## src/design/b2bcd_pkg.sv

```systemverilog
`timescale 1ns / 1ps
`default_nettype none

package b2bcd_pkg;

   localparam int DIGIT_BITS = 4;
   localparam int BYTE_BITS  = 8;
   localparam int INDEX_BITS = 3;
   localparam int COUNT_BITS = 4;

   typedef logic [DIGIT_BITS-1:0] digit_type;

   typedef struct packed {
      logic clear;
      logic shift;
   } cell_ctrl_type;

endpackage

`default_nettype wire

```

## src/design/b2bcd_digit_cell.sv

```systemverilog
`timescale 1ns / 1ps
`default_nettype none

module b2bcd_digit_cell (
   input  wire logic                     clock,
   input  wire b2bcd_pkg::cell_ctrl_type ctrl,
   input  wire logic                     bit_in,
   output logic                          bit_out,
   output b2bcd_pkg::digit_type          digit
);
   import b2bcd_pkg::*;

   digit_type digit_ff;
   digit_type digit_in;
   digit_type adjusted;

   // add three ahead of the doubling so the digit wraps at ten
   always_comb begin
      if (digit_ff >= DIGIT_BITS'(5)) begin
         adjusted = digit_ff + DIGIT_BITS'(3);
      end else begin
         adjusted = digit_ff;
      end
      if (ctrl.clear) begin
         digit_in = '0;
      end else if (ctrl.shift) begin
         digit_in = {adjusted[DIGIT_BITS-2:0], bit_in};
      end else begin
         digit_in = digit_ff;
      end
   end

   always_ff @(posedge clock) begin
      digit_ff <= digit_in;
   end

   assign bit_out = adjusted[DIGIT_BITS-1];
   assign digit   = digit_ff;

endmodule

`default_nettype wire

```

## src/design/binary_to_packed_bcd.sv

```systemverilog
// an accepted item is shifted bit by bit through the digit cells in CONVERT; in EMIT the bytes
// are registered one byte per cycle while rsp_ready is high, byte_count bytes in all, at most MAX_BYTES
// a new item is accepted only in IDLE, once the last byte of the previous item has been
// registered, since the bit-serial shift through the digit cells keeps the block busy
// a zero byte count gives no bytes and leaves the block idle, ready for a new item in the next cycle
// reset: synchronous, active high; clears the controller and the output valid
`timescale 1ns / 1ps
`default_nettype none

module binary_to_packed_bcd #(
   parameter int VALUE_BITS = 32,
   parameter int MAX_BYTES  = 8
) (
   input  wire logic                                 clock,
   input  wire logic                                 reset,
   input  wire logic                                 req_valid,
   output logic                                      req_ready,
   input  wire logic [VALUE_BITS-1:0]                req_value,
   input  wire logic [b2bcd_pkg::COUNT_BITS-1:0]     req_byte_count,
   output logic                                      rsp_valid,
   input  wire logic                                 rsp_ready,
   output logic [b2bcd_pkg::BYTE_BITS-1:0]           rsp_bcd_byte,
   output logic [b2bcd_pkg::INDEX_BITS-1:0]          rsp_byte_index,
   output logic                                      rsp_last
);
   import b2bcd_pkg::*;

   localparam int NUM_DIGITS = 2 * MAX_BYTES;
   localparam int STEP_W     = (VALUE_BITS > 1) ? $clog2(VALUE_BITS) : 1;
   localparam int CNT_W      = $clog2(MAX_BYTES + 1);

   typedef enum logic [1:0] {
      IDLE,
      CONVERT,
      EMIT
   } state_type;

   state_type                 state_ff;
   logic [VALUE_BITS-1:0]     value_ff;
   logic [STEP_W-1:0]         step_ff;
   logic [CNT_W-1:0]          count_ff;
   logic [CNT_W-1:0]          ptr_ff;
   logic                      rsp_valid_ff;
   logic                      rsp_valid_in;
   logic [BYTE_BITS-1:0]      rsp_bcd_byte_ff;
   logic [INDEX_BITS-1:0]     rsp_byte_index_ff;
   logic                      rsp_last_ff;

   cell_ctrl_type             ctrl;
   logic                      req_accept;
   logic [CNT_W-1:0]          count_in;
   logic [BYTE_BITS-1:0]      byte_sel;
   logic                      ptr_last;
   logic                      out_free;

   digit_type                 digit [NUM_DIGITS];
   logic [NUM_DIGITS:0]       carry;

   assign req_ready  = (state_ff == IDLE);
   assign req_accept = req_valid && req_ready;
   assign ctrl.clear = req_accept;
   assign ctrl.shift = (state_ff == CONVERT);
   assign carry[0]   = value_ff[VALUE_BITS-1];

   // digit 0 is the least significant; carries climb the row
   for (genvar i = 0; i < NUM_DIGITS; i++) begin : g_cell
      b2bcd_digit_cell u_cell (
         .clock   (clock),
         .ctrl    (ctrl),
         .bit_in  (carry[i]),
         .bit_out (carry[i+1]),
         .digit   (digit[i])
      );
   end

   always_comb begin
      if ({1'b0, req_byte_count} > (COUNT_BITS + 1)'(MAX_BYTES)) begin
         count_in = CNT_W'(MAX_BYTES);
      end else begin
         count_in = CNT_W'(req_byte_count);
      end
   end

   always_comb begin
      byte_sel = '0;
      for (int b = 0; b < MAX_BYTES; b++) begin
         if (ptr_ff == CNT_W'(b)) begin
            byte_sel = {digit[2*b+1], digit[2*b]};
         end
      end
   end

   assign ptr_last = ((ptr_ff + CNT_W'(1)) == count_ff);
   assign out_free = !rsp_valid_ff || rsp_ready;

   always_comb begin
      if ((state_ff == EMIT) && out_free) begin
         rsp_valid_in = 1'b1;
      end else if (rsp_ready) begin
         rsp_valid_in = 1'b0;
      end else begin
         rsp_valid_in = rsp_valid_ff;
      end
   end

   always_ff @(posedge clock) begin
      if (reset) begin
         state_ff     <= IDLE;
         rsp_valid_ff <= 1'b0;
         step_ff      <= '0;
         ptr_ff       <= '0;
         count_ff     <= '0;
      end else begin
         rsp_valid_ff <= rsp_valid_in;
         case (state_ff)
            IDLE: begin
               if (req_accept && (req_byte_count != '0)) begin
                  state_ff <= CONVERT;
                  count_ff <= count_in;
                  step_ff  <= '0;
                  ptr_ff   <= '0;
               end
            end
            CONVERT: begin
               step_ff <= step_ff + STEP_W'(1);
               if (step_ff == STEP_W'(VALUE_BITS - 1)) begin
                  state_ff <= EMIT;
               end
            end
            EMIT: begin
               if (out_free) begin
                  ptr_ff <= ptr_ff + CNT_W'(1);
                  if (ptr_last) begin
                     state_ff <= IDLE;
                  end
               end
            end
            default: begin
               state_ff <= IDLE;
            end
         endcase
      end
   end

   always_ff @(posedge clock) begin
      if (req_accept) begin
         value_ff <= req_value;
      end else if (state_ff == CONVERT) begin
         value_ff <= {value_ff[VALUE_BITS-2:0], 1'b0};
      end
      if ((state_ff == EMIT) && out_free) begin
         rsp_bcd_byte_ff   <= byte_sel;
         rsp_byte_index_ff <= INDEX_BITS'(ptr_ff);
         rsp_last_ff       <= ptr_last;
      end
   end

   assign rsp_valid      = rsp_valid_ff;
   assign rsp_bcd_byte   = rsp_bcd_byte_ff;
   assign rsp_byte_index = rsp_byte_index_ff;
   assign rsp_last       = rsp_last_ff;

   a_zero_count_stays_idle: assert property (@(posedge clock) disable iff (reset)
      (req_accept && (req_byte_count == '0)) |=> (state_ff == IDLE))
      else $error("zero byte count left idle");

   a_accept_starts_convert: assert property (@(posedge clock) disable iff (reset)
      (req_accept && (req_byte_count != '0)) |=> (state_ff == CONVERT))
      else $error("accepted item did not start conversion");

   a_convert_ends: assert property (@(posedge clock) disable iff (reset)
      ((state_ff == CONVERT) && (step_ff == STEP_W'(VALUE_BITS - 1))) |=> (state_ff == EMIT))
      else $error("conversion did not end after all bits");

   a_ptr_in_range: assert property (@(posedge clock) disable iff (reset)
      (state_ff == EMIT) |-> ((ptr_ff < count_ff) && (count_ff != '0)))
      else $error("byte pointer out of range");

   a_last_ends_emit: assert property (@(posedge clock) disable iff (reset)
      ((state_ff == EMIT) && out_free && ptr_last) |=> (rsp_valid_ff && rsp_last_ff))
      else $error("final byte not marked last");

endmodule

`default_nettype wire
```

## config.mk

```make
export PLATFORM = sky130hd
export DESIGN_NAME = binary_to_packed_bcd
export DESIGN_NICKNAME = d
export VERILOG_FILES = /design/src/design/b2bcd_pkg.sv /design/src/design/b2bcd_digit_cell.sv /design/src/design/binary_to_packed_bcd.sv
export SDC_FILE = /design/constraint.sdc
export NUM_CORES = 1
export LEC_CHECK = 0
export BUFFER_PORTS_ARGS = -buffer_cell sky130_fd_sc_hd__buf_2
export CAP_MARGIN = 20
export CORE_AREA = 5 5 133 97
export CTS_CLUSTER_SIZE = 24
export DETAILED_ROUTE_END_ITERATION = 8
export DIE_AREA = 0 0 138 102
export PLACE_DENSITY_LB_ADDON = 0.2
export SETUP_SLACK_MARGIN = 0.15
export SLEW_MARGIN = 20
export SYNTH_ARGS = -nofsm -noshare
export SYNTH_HDL_FRONTEND = slang
export SYNTH_SLANG_ARGS = --single-unit
```

## constraint.sdc

```tcl
create_clock -name clock -period 3.4 [get_ports clock]
set_input_delay 0.85 -clock clock [delete_from_list [all_inputs] [get_ports clock]]
set_output_delay 0.85 -clock clock [all_outputs]
set_load 0.02 [all_outputs]
```

# Yosys cells after proc, flatten, opt, wreduce, memory -nomap -nowiden
# Index checks and enable logic that the tools add are counted.
dict set report classes {
  add_sub_neg 18
  order_cmp 17
  n_eq_ne 15
  n_mux 39
  n_reduce_logical 16
}
# cell count
set op_table {}
lappend op_table {{4-bit two-way mux} 18}
lappend op_table {{4-bit by 3-bit greater-or-equal comparator with 1-bit output, second input constant} 16}
lappend op_table {{32-bit two-way mux} 2}
lappend op_table {{8-bit two-way mux} 8}
lappend op_table {{4-bit by 2-bit adder with 4-bit output, second input constant} 15}
lappend op_table {{4-bit by 3-bit equality test with 1-bit output, second input constant} 4}
lappend op_table {{5-bit case mux with 2 select lines} 1}
lappend op_table {{4-bit by 2-bit equality test with 1-bit output, second input constant} 2}
lappend op_table {{2-bit two-way mux} 4}
lappend op_table {{4-bit case mux with 2 select lines} 1}
lappend op_table {{2-bit nonzero test} 4}
lappend op_table {{2-bit case mux with 3 select lines} 1}
lappend op_table {{5-bit by 1-bit adder with 5-bit output, second input constant} 1}
lappend op_table {{5-bit equality test, second input constant} 1}
lappend op_table {{5-bit two-way mux} 1}
lappend op_table {{4-bit by 1-bit adder with 4-bit output, second input constant} 1}
lappend op_table {{4-bit by 1-bit equality test with 1-bit output, second input constant} 1}
lappend op_table {{4-bit equality test} 1}
lappend op_table {{4-bit greater-than comparator, second input constant} 1}
lappend op_table {{4-bit zero test} 1}
lappend op_table {{2-bit by 1-bit inequality test with 1-bit output, second input constant} 2}
lappend op_table {{2-bit inequality test, second input constant} 2}
lappend op_table {{2-bit AND reduction} 2}
lappend op_table {{4-bit AND reduction} 1}
lappend op_table {{11 further kinds} 14}
dict set report totals {
  regBits 124
  input_bits 40
  out_inout_bits 14
  elab_cells 130
}

# Depth between registers and ports, before layout
# Gate-level depths: netlist of run 1.
dict set report logic_depth {
  depth_word 9
  mapped_depth 8
  ltp_nobuf 6
}

# By module
# From an unflattened synthesis of run 1, not the netlist that was laid out.
dict set report unflattened {
  cells_unflattened 775
  hier_area_um2 7334.5
}
# module n_inst cells_each area_per_inst_um2 seq_area_each_um2
set modules_own_cells {}
lappend modules_own_cells {b2bcd_digit_cell 16 31 260.2 80.1}
lappend modules_own_cells {binary_to_packed_bcd 1 279 3170.5 1641.6}

# Worst setup path before layout of run 1
# Ideal clock, no wire load.
dict set report synth_timing {
  kind {input port to flip-flop}
  start {input req_valid}
  end {register value_ff[0], enable pin}
  setup_ns 0.389
  arrival_ns 2.241
  required_ns 3.011
  slack_ns 0.769
  cell_stages 4
  n_path_buf 2
  cell_sequence {or3b_1 -> buf_2 -> clkbuf_1 -> nand2_1}
}
dict set report synth_via {
  elab_chain_len 2
}
# item line_no
set synth_rtl {}
lappend synth_rtl {{start: declaration} binary_to_packed_bcd.sv:16} ;# input wire logic req_valid,
lappend synth_rtl {{1-bit logical AND} binary_to_packed_bcd.sv:60} ;# assign req_accept = req_valid && req_ready;
lappend synth_rtl {{2-bit nonzero test (no source line)} --}
lappend synth_rtl {{end signal: assignment} binary_to_packed_bcd.sv:147} ;# value_ff <= req_value;
lappend synth_rtl {{end signal: assignment} binary_to_packed_bcd.sv:149} ;# value_ff <= {value_ff[VALUE_BITS-2:0], 1'b0};
lappend synth_rtl {{end: declaration} binary_to_packed_bcd.sv:39} ;# logic [VALUE_BITS-1:0] value_ff;
# No other way between the ends.
# A chain may end at the register's enable or synchronous reset.

# Final worst setup path of run 1
dict set report layout_timing {
  start {register ptr_ff[0]}
  end {register rsp_bcd_byte_ff[4] (netlist: rsp_bcd_byte[4]) (data pin)}
}
dict set report layout_via {
  elab_chain_len 9
  elab_cells_between_ends 16
  classes_between {eq/ne: 7; mux: 8; reduce/logical: 1}
}
# item line_no
set layout_rtl {}
lappend layout_rtl {{start: declaration} binary_to_packed_bcd.sv:42} ;# logic [CNT_W-1:0] ptr_ff;
lappend layout_rtl {{start signal: assignment} binary_to_packed_bcd.sv:132} ;# ptr_ff <= ptr_ff + CNT_W'(1);
lappend layout_rtl {{4-bit zero test} binary_to_packed_bcd.sv:87} ;# if (ptr_ff == CNT_W'(b)) begin
lappend layout_rtl {{8-bit two-way mux (7 in series)} binary_to_packed_bcd.sv:87}
lappend layout_rtl {{8-bit two-way mux *} binary_to_packed_bcd.sv:87}
lappend layout_rtl {{net byte_sel[4]} binary_to_packed_bcd.sv:52} ;# logic [BYTE_BITS-1:0] byte_sel;
lappend layout_rtl {{end signal: assignment} binary_to_packed_bcd.sv:152} ;# rsp_bcd_byte_ff <= byte_sel;
lappend layout_rtl {{end: declaration} binary_to_packed_bcd.sv:45} ;# logic [BYTE_BITS-1:0] rsp_bcd_byte_ff;
# The timed path passes the listed nets; every way through them passes the cells marked *.

==> results.py, run 1 <==
metrics = {
    "run_status": {
        "outcome": "completed",
    },
    "route": {
        "drcViolationCount": 0,
        "ant_nets": 0,
        "wl_microns": 15800,
        "drt_iter0_drc": 573,
        "via_per_inst": 5.70,
        "via_count": 5671,
        "routedWlPerCell_microns": 15.9,
        "dr.pass1.iters": 5,
    },
    "clocking": {
        "clk_pin_slew_ps": 60,
        "numClockSinks": 124,
        "cts_hold_buf": 0,
        "cts_setup_buffers": 0,
        "cts_tree": "done",
        "htreeDepth": 4,
        "cts_buffers": 17,
        "cts-root-buf": "clkbuf_16",
        "clock_latency_ps": 410,
        "clk_path_buf_depth": 2,
        "ctsResizeCount": 0,
    },
    "worst_setup_path": {
        "crit_arrival_ps": 2400,
        "timing.rr.end": "rsp_bcd_byte[4]",
        "cp-end-kind": "flop",
        "slowest_stage": "ha_1",
        "path_class": "reg -> reg",
        "regToRegStartpoint": "ptr_ff[0]",
        "ff2ff_path_depth": 7,
        "reg2reg_slack_ps": 1120,
        "cp.required_ps": 3520,
        "path_max_fanout": 20,
        "crit_top_cell": "a21oi_1",
        "cp-start-kind": "flop",
        "path_cells": "inv_1 > ha_1 > buf_4 > nand3b_1 > a21oi_1 > a21oi_1 > o22ai_1",
        "max_stage_delay_ps": 590,
    },
    "min_path": {
        "min_path_type": "reg -> reg",
        "hold-path-endpoint": "g_cell[0].u_cell.digit[0]",
        "min_from": "value_ff[31]",
        "holdPathStages": 2,
    },
    "yosys": {
        "ys_async_sr_fraction": 0,
        "synth_cells": 792,
        "synth_warnings": 0,
        "synth_cell_types": 42,
        "synthFlopType": "dfxtp_1",
        "syn_nets": 870,
        "yosys_register_bits": 124,
        "ys_seq_area_frac": 0.433,
        "synth_edf_count": 44,
        "synthesis.area_sq_mm": 0.00675,
        "synth_area_per_cell_sq_um": 8.52,
    },
    "sta": {
        "fmax_ghz": 0.440,
        "worstMarginPinSlew_ps": 802,
        "grt_setup_unrepaired": "no",
        "finalSetupViolCount": 0,
        "finalSetupTns_ps": 0,
        "relSlewSlack": 0.465,
        "hold_viol": 0,
        "maxSlewViolCount": 0,
        "finalCritPeriodShare": 0.669,
        "fin_skew_ps": 11.7,
        "hold_ws_ps": 447,
        "min_period_ps": 2280,
    },
    "global_route": {
        "gr-total-overflow": 0,
        "grt_pass1_vias": 5449,
        "grt_pass1_wl_microns": 26300,
        "grt_usage": 0.228,
        "grt_max_degree": 74,
        "antenna_found_initial": 0,
    },
    "pwr": {
        "power.share.clock": 0.454,
        "power_switching_w": 0.000896,
        "swShare": 0.253,
        "vdd_drop_max_mv": 0.385,
        "p_int_w": 0.00265,
        "seqPwrFrac": 0.468,
        "pwr-share-comb": 0.078,
        "leakage_nw": 2.91,
        "power.density_mw_per_mm2": 466,
    },
    "layout": {
        "antenna_cells": 0,
        "fin_cells": 995,
        "design_area_sq_mm": 0.00761,
        "layout-drive-gt1-share": 0.141,
        "nNetsFinal": 903,
        "area_delta_synth_final_pct": 12.7,
    },
    "die": {
        "die-area_sq_mm": 0.0141,
        "start_util": 0.588,
        "num_rows": 33,
        "die-width_microns": 138,
        "io_pins": 54,
        "die_y_microns": 102,
        "fp.coreArea_sq_mm": 0.0115,
    },
    "place": {
        "place_inst": 963,
        "portBuffers": 53,
        "hpwlAfterDp_microns": 10900,
        "gp_congestion": 0.902,
        "place_area_sq_mm": 0.00708,
    },
    "run": {
        "max_cap_viol_count": 0,
    },
}
-- final cells by class --
cell class	count	area [sq um]
fillers	938	3870
multi-input cells	583	3490
flip-flops and latches	124	2920
clock buffers	19	433
repair buffers	62	333
well taps	157	196
inverters	37	139
clock inverters	13	97.6
-- stage by stage --
step | power (W) | utilization | setup slack [ps]
floorplan | 0.00188 | - | 769
global placement | 0.00195 | 0.617 | 1150
detailed placement | 0.00197 | 0.617 | 1110
CTS | 0.00356 | 0.663 | 1190
global route | 0.00368 | 0.663 | 992
finish | 0.00354 | 0.663 | 1120
-- synth_stat cells (all sizes together) (2+ instances only) --
| cell | n | share of area |
|---|---|---|
| nand2 | 131 | 0.073 |
| dfxtp | 80 | 0.24 |
| o21ai | 75 | 0.056 |
| a21oi | 74 | 0.055 |
| nand3 | 67 | 0.050 |
| edfxtp | 44 | 0.20 |
| ha | 38 | 0.070 |
| inv | 37 | 0.021 |
| nor2 | 35 | 0.020 |
| nand2b | 30 | 0.028 |
| buf | 28 | 0.021 |
| clkbuf | 20 | 0.011 |
| xor2 | 18 | 0.023 |
| o31ai | 17 | 0.019 |
| xnor2 | 17 | 0.022 |
| mux2 | 16 | 0.027 |
| nand3b | 16 | 0.018 |
| a31oi | 14 | 0.013 |
| o22ai | 6 | 0.0056 |
| a22oi | 4 | 0.0052 |
| nor2b | 4 | 0.0037 |
| and3 | 3 | 0.0028 |
| nor3 | 3 | 0.0037 |
| a211o | 2 | 0.0026 |
| a221oi | 2 | 0.0026 |
| and2 | 2 | 0.0019 |
| nor3b | 2 | 0.0030 |
| o211ai | 2 | 0.0022 |
-- state kept, by name (all words and copies together), names as in the netlist --
name and cells:
ptr_ff 4, state_ff 2, rsp_valid 1, rsp_byte_index 3
value_ff 32, rsp_last 1, rsp_bcd_byte 8, step_ff 5
g_cell.u_cell.digit 64, count_ff 4
-- cells by family (layout without fill, tap and decap cells) --
group,Yosys count,after routing,share of synthesized area
simple gates,297,297,0.209
mux,17,17,0.0282
fa+ha+maj,38,38,0.0704
flops,124,124,0.433
buf+inv,85,131,0.0532
xor+xnor,35,35,0.0454
compound gates,196,196,0.161
-- worst max-delay path, delay by kind of cell, from the launching register on --
| kind | cells | cell delay, ps |
|---|---|---|
| buffers and inverters | 2 | 450 |
| flip-flops | 1 | 390 |
| AO/OA/AOI/OAI | 3 | 430 |
| adder cells (fa/ha/maj) | 1 | 590 |
| AND/OR/NAND/NOR | 1 | 130 |
-- power groups by stage --
stage	logic, W	clock network [W]	registers [W]
floorplan	0.000201	0	0.00168
global placement	0.000263	0	0.00169
detailed placement	0.000277	0	0.00169
CTS	0.000278	0.00162	0.00166
global route	0.000314	0.00170	0.00167
finish	0.000277	0.00161	0.00166
-- worst max path at each step --
stage,startpoint,end
2_1_floorplan,req_valid,value_ff[0]
3_3_place_gp,req_valid,value_ff[23]
3_5_place_dp,req_valid,value_ff[24]
4_1_cts,ptr_ff[0],rsp_bcd_byte[4]
5_1_grt,ptr_ff[0],rsp_bcd_byte[5]
6_report,ptr_ff[0],rsp_bcd_byte[4]
-- routing by layer --
metal | vias up | share of wire | global-route usage
li1 | 2807 | - | -
met1 | 2684 | 0.45 | 0.300
met2 | 160 | 0.48 | 0.386
met3 | 20 | 0.056 | 0.0416
met4 | 0 | 0.012 | 0.0759
met5 | - | 0 | 0
-- cell usage in the layout, fill, tap and decap left out, types with 2 or more instances in the layout --
master      instances
clkinv_4            4
a22oi_1             3
o31ai_1            17
clkinvlp_4          6
nand3b_1           16
a21oi_1            73
inv_1              37
a31oi_1            14
and2_1              2
clkbuf_16          17
o211ai_1            2
mux2_2             16
nor2_1             34
xnor2_1            17
ha_1               38
nand2b_1           29
xor2_1             18
buf_2              53
and3_1              3
nor2b_1             3
buf_4               9
nor3_2              2
nand2_1           130
edfxtp_1           44
a211o_1             2
a221oi_1            2
clkbuf_1            2
o22ai_1             6
o21ai_0            54
o21ai_1            21
nand3_1            67
dfxtp_1            80
Note: power is estimated with default switching activity, not from simulation.
==> run 2: changes to the inputs <==
==> constraint.sdc (replaced) <==
create_clock -name clock -period 2.15 [get_ports clock]
set_input_delay 0.5375 -clock clock [delete_from_list [all_inputs] [get_ports clock]]
set_output_delay 0.5375 -clock clock [all_outputs]
set_load 0.02 [all_outputs]
==> run 2 against run 1 <==
Compared with the run above:
- power increased by 72%
- combinational power is 73% higher
- global-route usage up 1.2 points
- non-clock buffer count rose by 15
- hold slack worse by 71 ps
- clock power is 87% higher
- count of clock-buffer cells in the layout grew 1
- register-to-register slack worse by 850 ps
- highest routed layer unchanged
- sequential power up 58%
==> results.py, run 2 (synthesis results as in run 1) <==
metrics = {
    "sta": {
        "finalSetupTns_ps": 0,
        "hold_viol": 0,
        "maxSlewViolCount": 0,
        "finalCritPeriodShare": 0.872,
        "finalSetupViolCount": 0,
        "relSlewSlack": 0.647,
        "min_period_ps": 1870,
        "fmax_ghz": 0.534,
        "grt_setup_unrepaired": "no",
        "fin_skew_ps": 9.64,
        "worstMarginPinSlew_ps": 529,
    },
    "clocking": {
        "numClockSinks": 124,
        "htreeDepth": 4,
        "clock_latency_ps": 420,
        "cts_tree": "done",
        "cts_buffers": 17,
        "cts_setup_buffers": 0,
        "clk_pin_slew_ps": 60,
        "clk_path_buf_depth": 2,
        "cts-root-buf": "clkbuf_16",
        "cts_hold_buf": 0,
        "ctsResizeCount": 0,
    },
    "pwr": {
        "leakage_nw": 3.04,
        "p_total_w": 0.00611,
        "vdd_drop_max_mv": 0.717,
        "power.density_mw_per_mm2": 775,
    },
    "route": {
        "dr.pass1.iters": 6,
        "via_count": 5830,
        "routedWlPerCell_microns": 16.3,
        "via_per_inst": 5.77,
        "drcViolationCount": 0,
        "wl_microns": 16500,
        "ant_nets": 0,
        "drt_iter0_drc": 429,
    },
    "worst_setup_path": {
        "regToRegStartpoint": "ptr_ff[1]",
        "critPathCapture": "rsp_bcd_byte[4]",
        "reg2reg_slack_ps": 280,
        "cp-end-kind": "flop",
        "path_class": "reg -> reg",
        "path_max_fanout": 27,
        "crit_arrival_ps": 2120,
        "startpoint": "ptr_ff[1]",
        "cp-start-kind": "flop",
        "cp.required_ps": 2400,
        "ff2ff_path_depth": 6,
        "timing.rr.end": "rsp_bcd_byte[4]",
    },
    "die": {
        "num_rows": 33,
        "io_pins": 54,
        "die-width_microns": 138,
        "die_y_microns": 102,
        "die-area_sq_mm": 0.0141,
        "start_util": 0.588,
        "fp.coreArea_sq_mm": 0.0115,
    },
    "global_route": {
        "grt_pass1_vias": 5648,
        "antenna_found_initial": 0,
        "grt_usage": 0.240,
        "grt_pass1_wl_microns": 27300,
        "gr-total-overflow": 0,
        "grt_max_degree": 62,
    },
    "run": {
        "max_cap_viol_count": 0,
    },
    "layout": {
        "final_cell_mix": "129 x nand2_1, 80 x dfxtp_1, 73 x a21oi_1",
        "nNetsFinal": 918,
        "design_area_sq_mm": 0.00788,
        "multi_input_area_sq_mm": 0.00349,
        "fin_cells": 1010,
        "ff_latch_area_sq_mm": 0.00292,
        "nFillCells": 923,
        "layout-drive-gt1-share": 0.155,
        "largest_reg_flops": 64,
        "area_delta_synth_final_pct": 16.7,
        "layout_commonest_cell": "nand2_1",
        "antenna_cells": 0,
    },
    "place": {
        "gp_congestion": 0.881,
        "place_inst": 978,
        "hpwlAfterDp_microns": 11500,
        "portBuffers": 53,
        "place_area_sq_mm": 0.00726,
    },
    "min_path": {
        "min_path_type": "in -> reg",
    },
    "run_status": {
        "outcome": "completed",
    },
}
-- run 2: cell types whose count changed in the layout (fill, tap and decap cells not counted) --
cell | before | now
clkinvlp_4 | 6 | 4
clkinv_4 | 4 | 1
nand2_4 | 0 | 1
clkinv_2 | 1 | 0
nand2_1 | 130 | 129
bufinv_16 | 0 | 4
buf_4 | 9 | 19
inv_6 | 1 | 0
clkbuf_8 | 0 | 1
clkinv_1 | 1 | 3
buf_12 | 0 | 5
-- run 2: layout make-up --
class / instances / area share
well taps: 157 / 0.0249
inverters: 37 / 0.0176
multi-input cells: 583 / 0.444
clock buffers: 20 / 0.0567
clock inverters: 12 / 0.0216
flip-flops and latches: 124 / 0.371
repair buffers: 77 / 0.0645
-- run 2: per-stage QoR --
step / hold WS, ps / util / setup WS (ps)
after floorplan: 418 / - / 291
after global placement: 441 / 0.632 / 328
after detailed placement: 451 / 0.632 / 300
after CTS: 364 / 0.686 / 310
after global routing: 374 / 0.686 / 187
final: 376 / 0.686 / 276
-- run 2: worst min path at each step --
stage                      start                         to  slack, ps  cells past startpoint
floorplan           value_ff[31]  g_cell[0].u_cell.digit[0]        420                      2
global route        req_value[9]                value_ff[9]        370                      3
finish              req_value[9]                value_ff[9]        380                      3
global placement    value_ff[31]  g_cell[0].u_cell.digit[0]        440                      2
CTS                 req_value[9]                value_ff[9]        360                      3
detailed placement  value_ff[31]  g_cell[0].u_cell.digit[0]        450                      2
-- run 2: routing by layer --
metal / part of all wire / routed length (microns) / GRT usage
met3: 0.066 / 1090 / 0.0585
met1: 0.46 / 7550 / 0.320
met2: 0.46 / 7600 / 0.391
met4: 0.015 / 243 / 0.0797
met5: 0 / 0 / 0
-- run 2: power by group --
group | leakage (nW) | internal [W] | total (W) | switching (W)
clock network | 0.285 | 0.00196 | 0.00301 | 0.00105
logic | 1.68 | 0.000171 | 0.000478 | 0.000307
registers | 1.07 | 0.00257 | 0.00262 | 0.0000507
-- run 2: critical path: stages, from the launching register on --
cell and delay [ps]:
dfxtp_1 450, inv_1 100, ha_1 220, buf_12 160, nor2_1 390, a31oi_1 170
o22ai_1 220
==> run 3: changes to the inputs <==
--- a/config.mk
+++ b/config.mk
@@ -5,6 +5,7 @@
 export SDC_FILE = /design/constraint.sdc
 export NUM_CORES = 1
 export LEC_CHECK = 0
+export ABC_CLOCK_PERIOD_IN_PS = 2150
 export BUFFER_PORTS_ARGS = -buffer_cell sky130_fd_sc_hd__buf_2
 export CAP_MARGIN = 20
 export CORE_AREA = 5 5 133 97
@@ -12,7 +13,9 @@
 export DETAILED_ROUTE_END_ITERATION = 8
 export DIE_AREA = 0 0 138 102
 export PLACE_DENSITY_LB_ADDON = 0.2
+export REMOVE_ABC_BUFFERS = 1
 export SETUP_SLACK_MARGIN = 0.15
+export SKIP_CTS_REPAIR_TIMING = 1
 export SLEW_MARGIN = 20
 export SYNTH_ARGS = -nofsm -noshare
 export SYNTH_HDL_FRONTEND = slang
==> run 3 against run 2 <==
Compared with the run above:
- via count up 0.74%
- count of clock-buffer cells in the layout down 3
- die area unchanged
- sequential power about the same
- global-route usage up 0.055 points
- critical path type unchanged
- largest power group unchanged
==> results.py, run 3 (synthesis results as in run 1) <==
metrics = {
    "route": {
        "wl_microns": 16500,
        "ant_nets": 0,
        "drcViolationCount": 0,
        "dr.pass1.iters": 6,
        "routedWlPerCell_microns": 16.4,
        "via_count": 5873,
        "drt_iter0_drc": 596,
        "via_per_inst": 5.83,
    },
    "clocking": {
        "cts_buffers": 17,
        "clk_path_buf_depth": 2,
        "clk_pin_slew_ps": 60,
        "cts_tree": "done",
        "cts-root-buf": "clkbuf_16",
        "numClockSinks": 124,
        "htreeDepth": 4,
        "clock_latency_ps": 420,
    },
    "layout": {
        "antenna_cells": 0,
        "nNetsFinal": 916,
        "nFillCells": 919,
        "largest_reg_flops": 64,
        "final_cell_mix": "130 x nand2_1, 80 x dfxtp_1, 73 x a21oi_1",
        "fin_cells": 1008,
        "area_delta_synth_final_pct": 16.3,
        "layout-drive-gt1-share": 0.150,
        "layout_commonest_cell": "nand2_1",
    },
    "sta": {
        "grt_setup_unrepaired": "no",
        "hold_ws_ps": 374,
        "maxSlewViolCount": 0,
        "worstMarginPinSlew_ps": 531,
        "fmax_ghz": 0.518,
        "relSlewSlack": 0.646,
        "finalCritPeriodShare": 0.898,
        "fin_skew_ps": 5.59,
        "finalSetupViolCount": 0,
        "hold_viol": 0,
        "min_period_ps": 1930,
    },
    "die": {
        "fp.coreArea_sq_mm": 0.0115,
        "die_y_microns": 102,
        "start_util": 0.588,
        "num_rows": 33,
        "io_pins": 54,
        "die-width_microns": 138,
        "die-area_sq_mm": 0.0141,
    },
    "global_route": {
        "grt_usage": 0.241,
        "grt_max_degree": 60,
        "antenna_found_initial": 0,
        "grt_pass1_wl_microns": 27300,
        "gr-total-overflow": 0,
        "grt_pass1_vias": 5454,
    },
    "pwr": {
        "power_switching_w": 0.00140,
        "vdd_drop_max_mv": 0.524,
        "power.density_mw_per_mm2": 769,
        "power.share.clock": 0.488,
        "pwr-share-comb": 0.078,
        "p_int_w": 0.00464,
        "leakage_nw": 3.03,
        "swShare": 0.231,
        "seqPwrFrac": 0.434,
    },
    "min_path": {
        "min_path_type": "in -> reg",
    },
    "run_status": {
        "outcome": "completed",
    },
    "worst_setup_path": {
        "cp.required_ps": 2310,
        "crit_arrival_ps": 2090,
        "path_max_fanout": 8,
        "path_class": "reg -> reg",
        "cp-end-kind": "flop",
        "cp-start-kind": "flop",
    },
    "place": {
        "gp_congestion": 0.882,
        "portBuffers": 53,
        "place_inst": 976,
        "hpwlAfterDp_microns": 11200,
    },
    "run": {
        "max_cap_viol_count": 0,
    },
}
## run 3: worst max-delay path: stages (launching register included)
cell,delay (ps)
dfxtp_1,460
inv_1,120
ha_1,330
buf_4,220
nand2_1,60
o21ai_0,80
a31oi_1,260
o22ai_1,140
## run 3: cell type report
cell class / instances / area (sq um) / share of cell area
multi-input combinational: 583 / 3490 / 0.444
sequential: 124 / 2920 / 0.372
timing repair buffer: 75 / 505 / 0.0644
clock buffer: 17 / 425 / 0.0542
tap: 157 / 196 / 0.0250
clock inverter: 15 / 179 / 0.0228
inverter: 37 / 139 / 0.0177
## run 3: power by group through the flow
stage | Combinational [W] | Sequential [W] | Clock [W]
floorplan | 0.000280 | 0.00265 | 0
global placement | 0.000447 | 0.00267 | 0
detailed placement | 0.000465 | 0.00267 | 0
CTS | 0.000470 | 0.00262 | 0.00297
global route | 0.000529 | 0.00263 | 0.00310
finish | 0.000469 | 0.00262 | 0.00295
## run 3: metal layers
layer  vias to the layer above  routed length (microns)  GRT usage
li1                       2847                        -          -
met1                      2736                     7340      0.325
met2                       253                     7440      0.380
met3                        37                     1390     0.0627
met4                         0                      328     0.0850
met5                         -                        0          0
## run 3: path summary, 6_finish.rpt
| kind | from | endpoint | slack [ps] | cells past startpoint |
|---|---|---|---|---|
| max | ptr_ff[1] | rsp_bcd_byte[0] | 220 | 7 |
| min reg2reg | value_ff[31] | g_cell[0].u_cell.digit[0] | 460 | 2 |
| min | req_value[10] | value_ff[10] | 370 | 3 |
| max reg2reg | ptr_ff[1] | rsp_bcd_byte[0] | 220 | 7 |
## run 3: through the flow
step                power (W)   util  worst slack (ps)  TNS [ps]  cell area, sq um
finish                0.00604  0.684               219         0              7850
detailed placement    0.00313  0.632               216         0              7250
global placement      0.00311  0.632               253         0              7250
CTS                   0.00607  0.684               293         0              7850
floorplan             0.00293      -             -2050   -126970              6530
global route          0.00626  0.684               154         0              7850
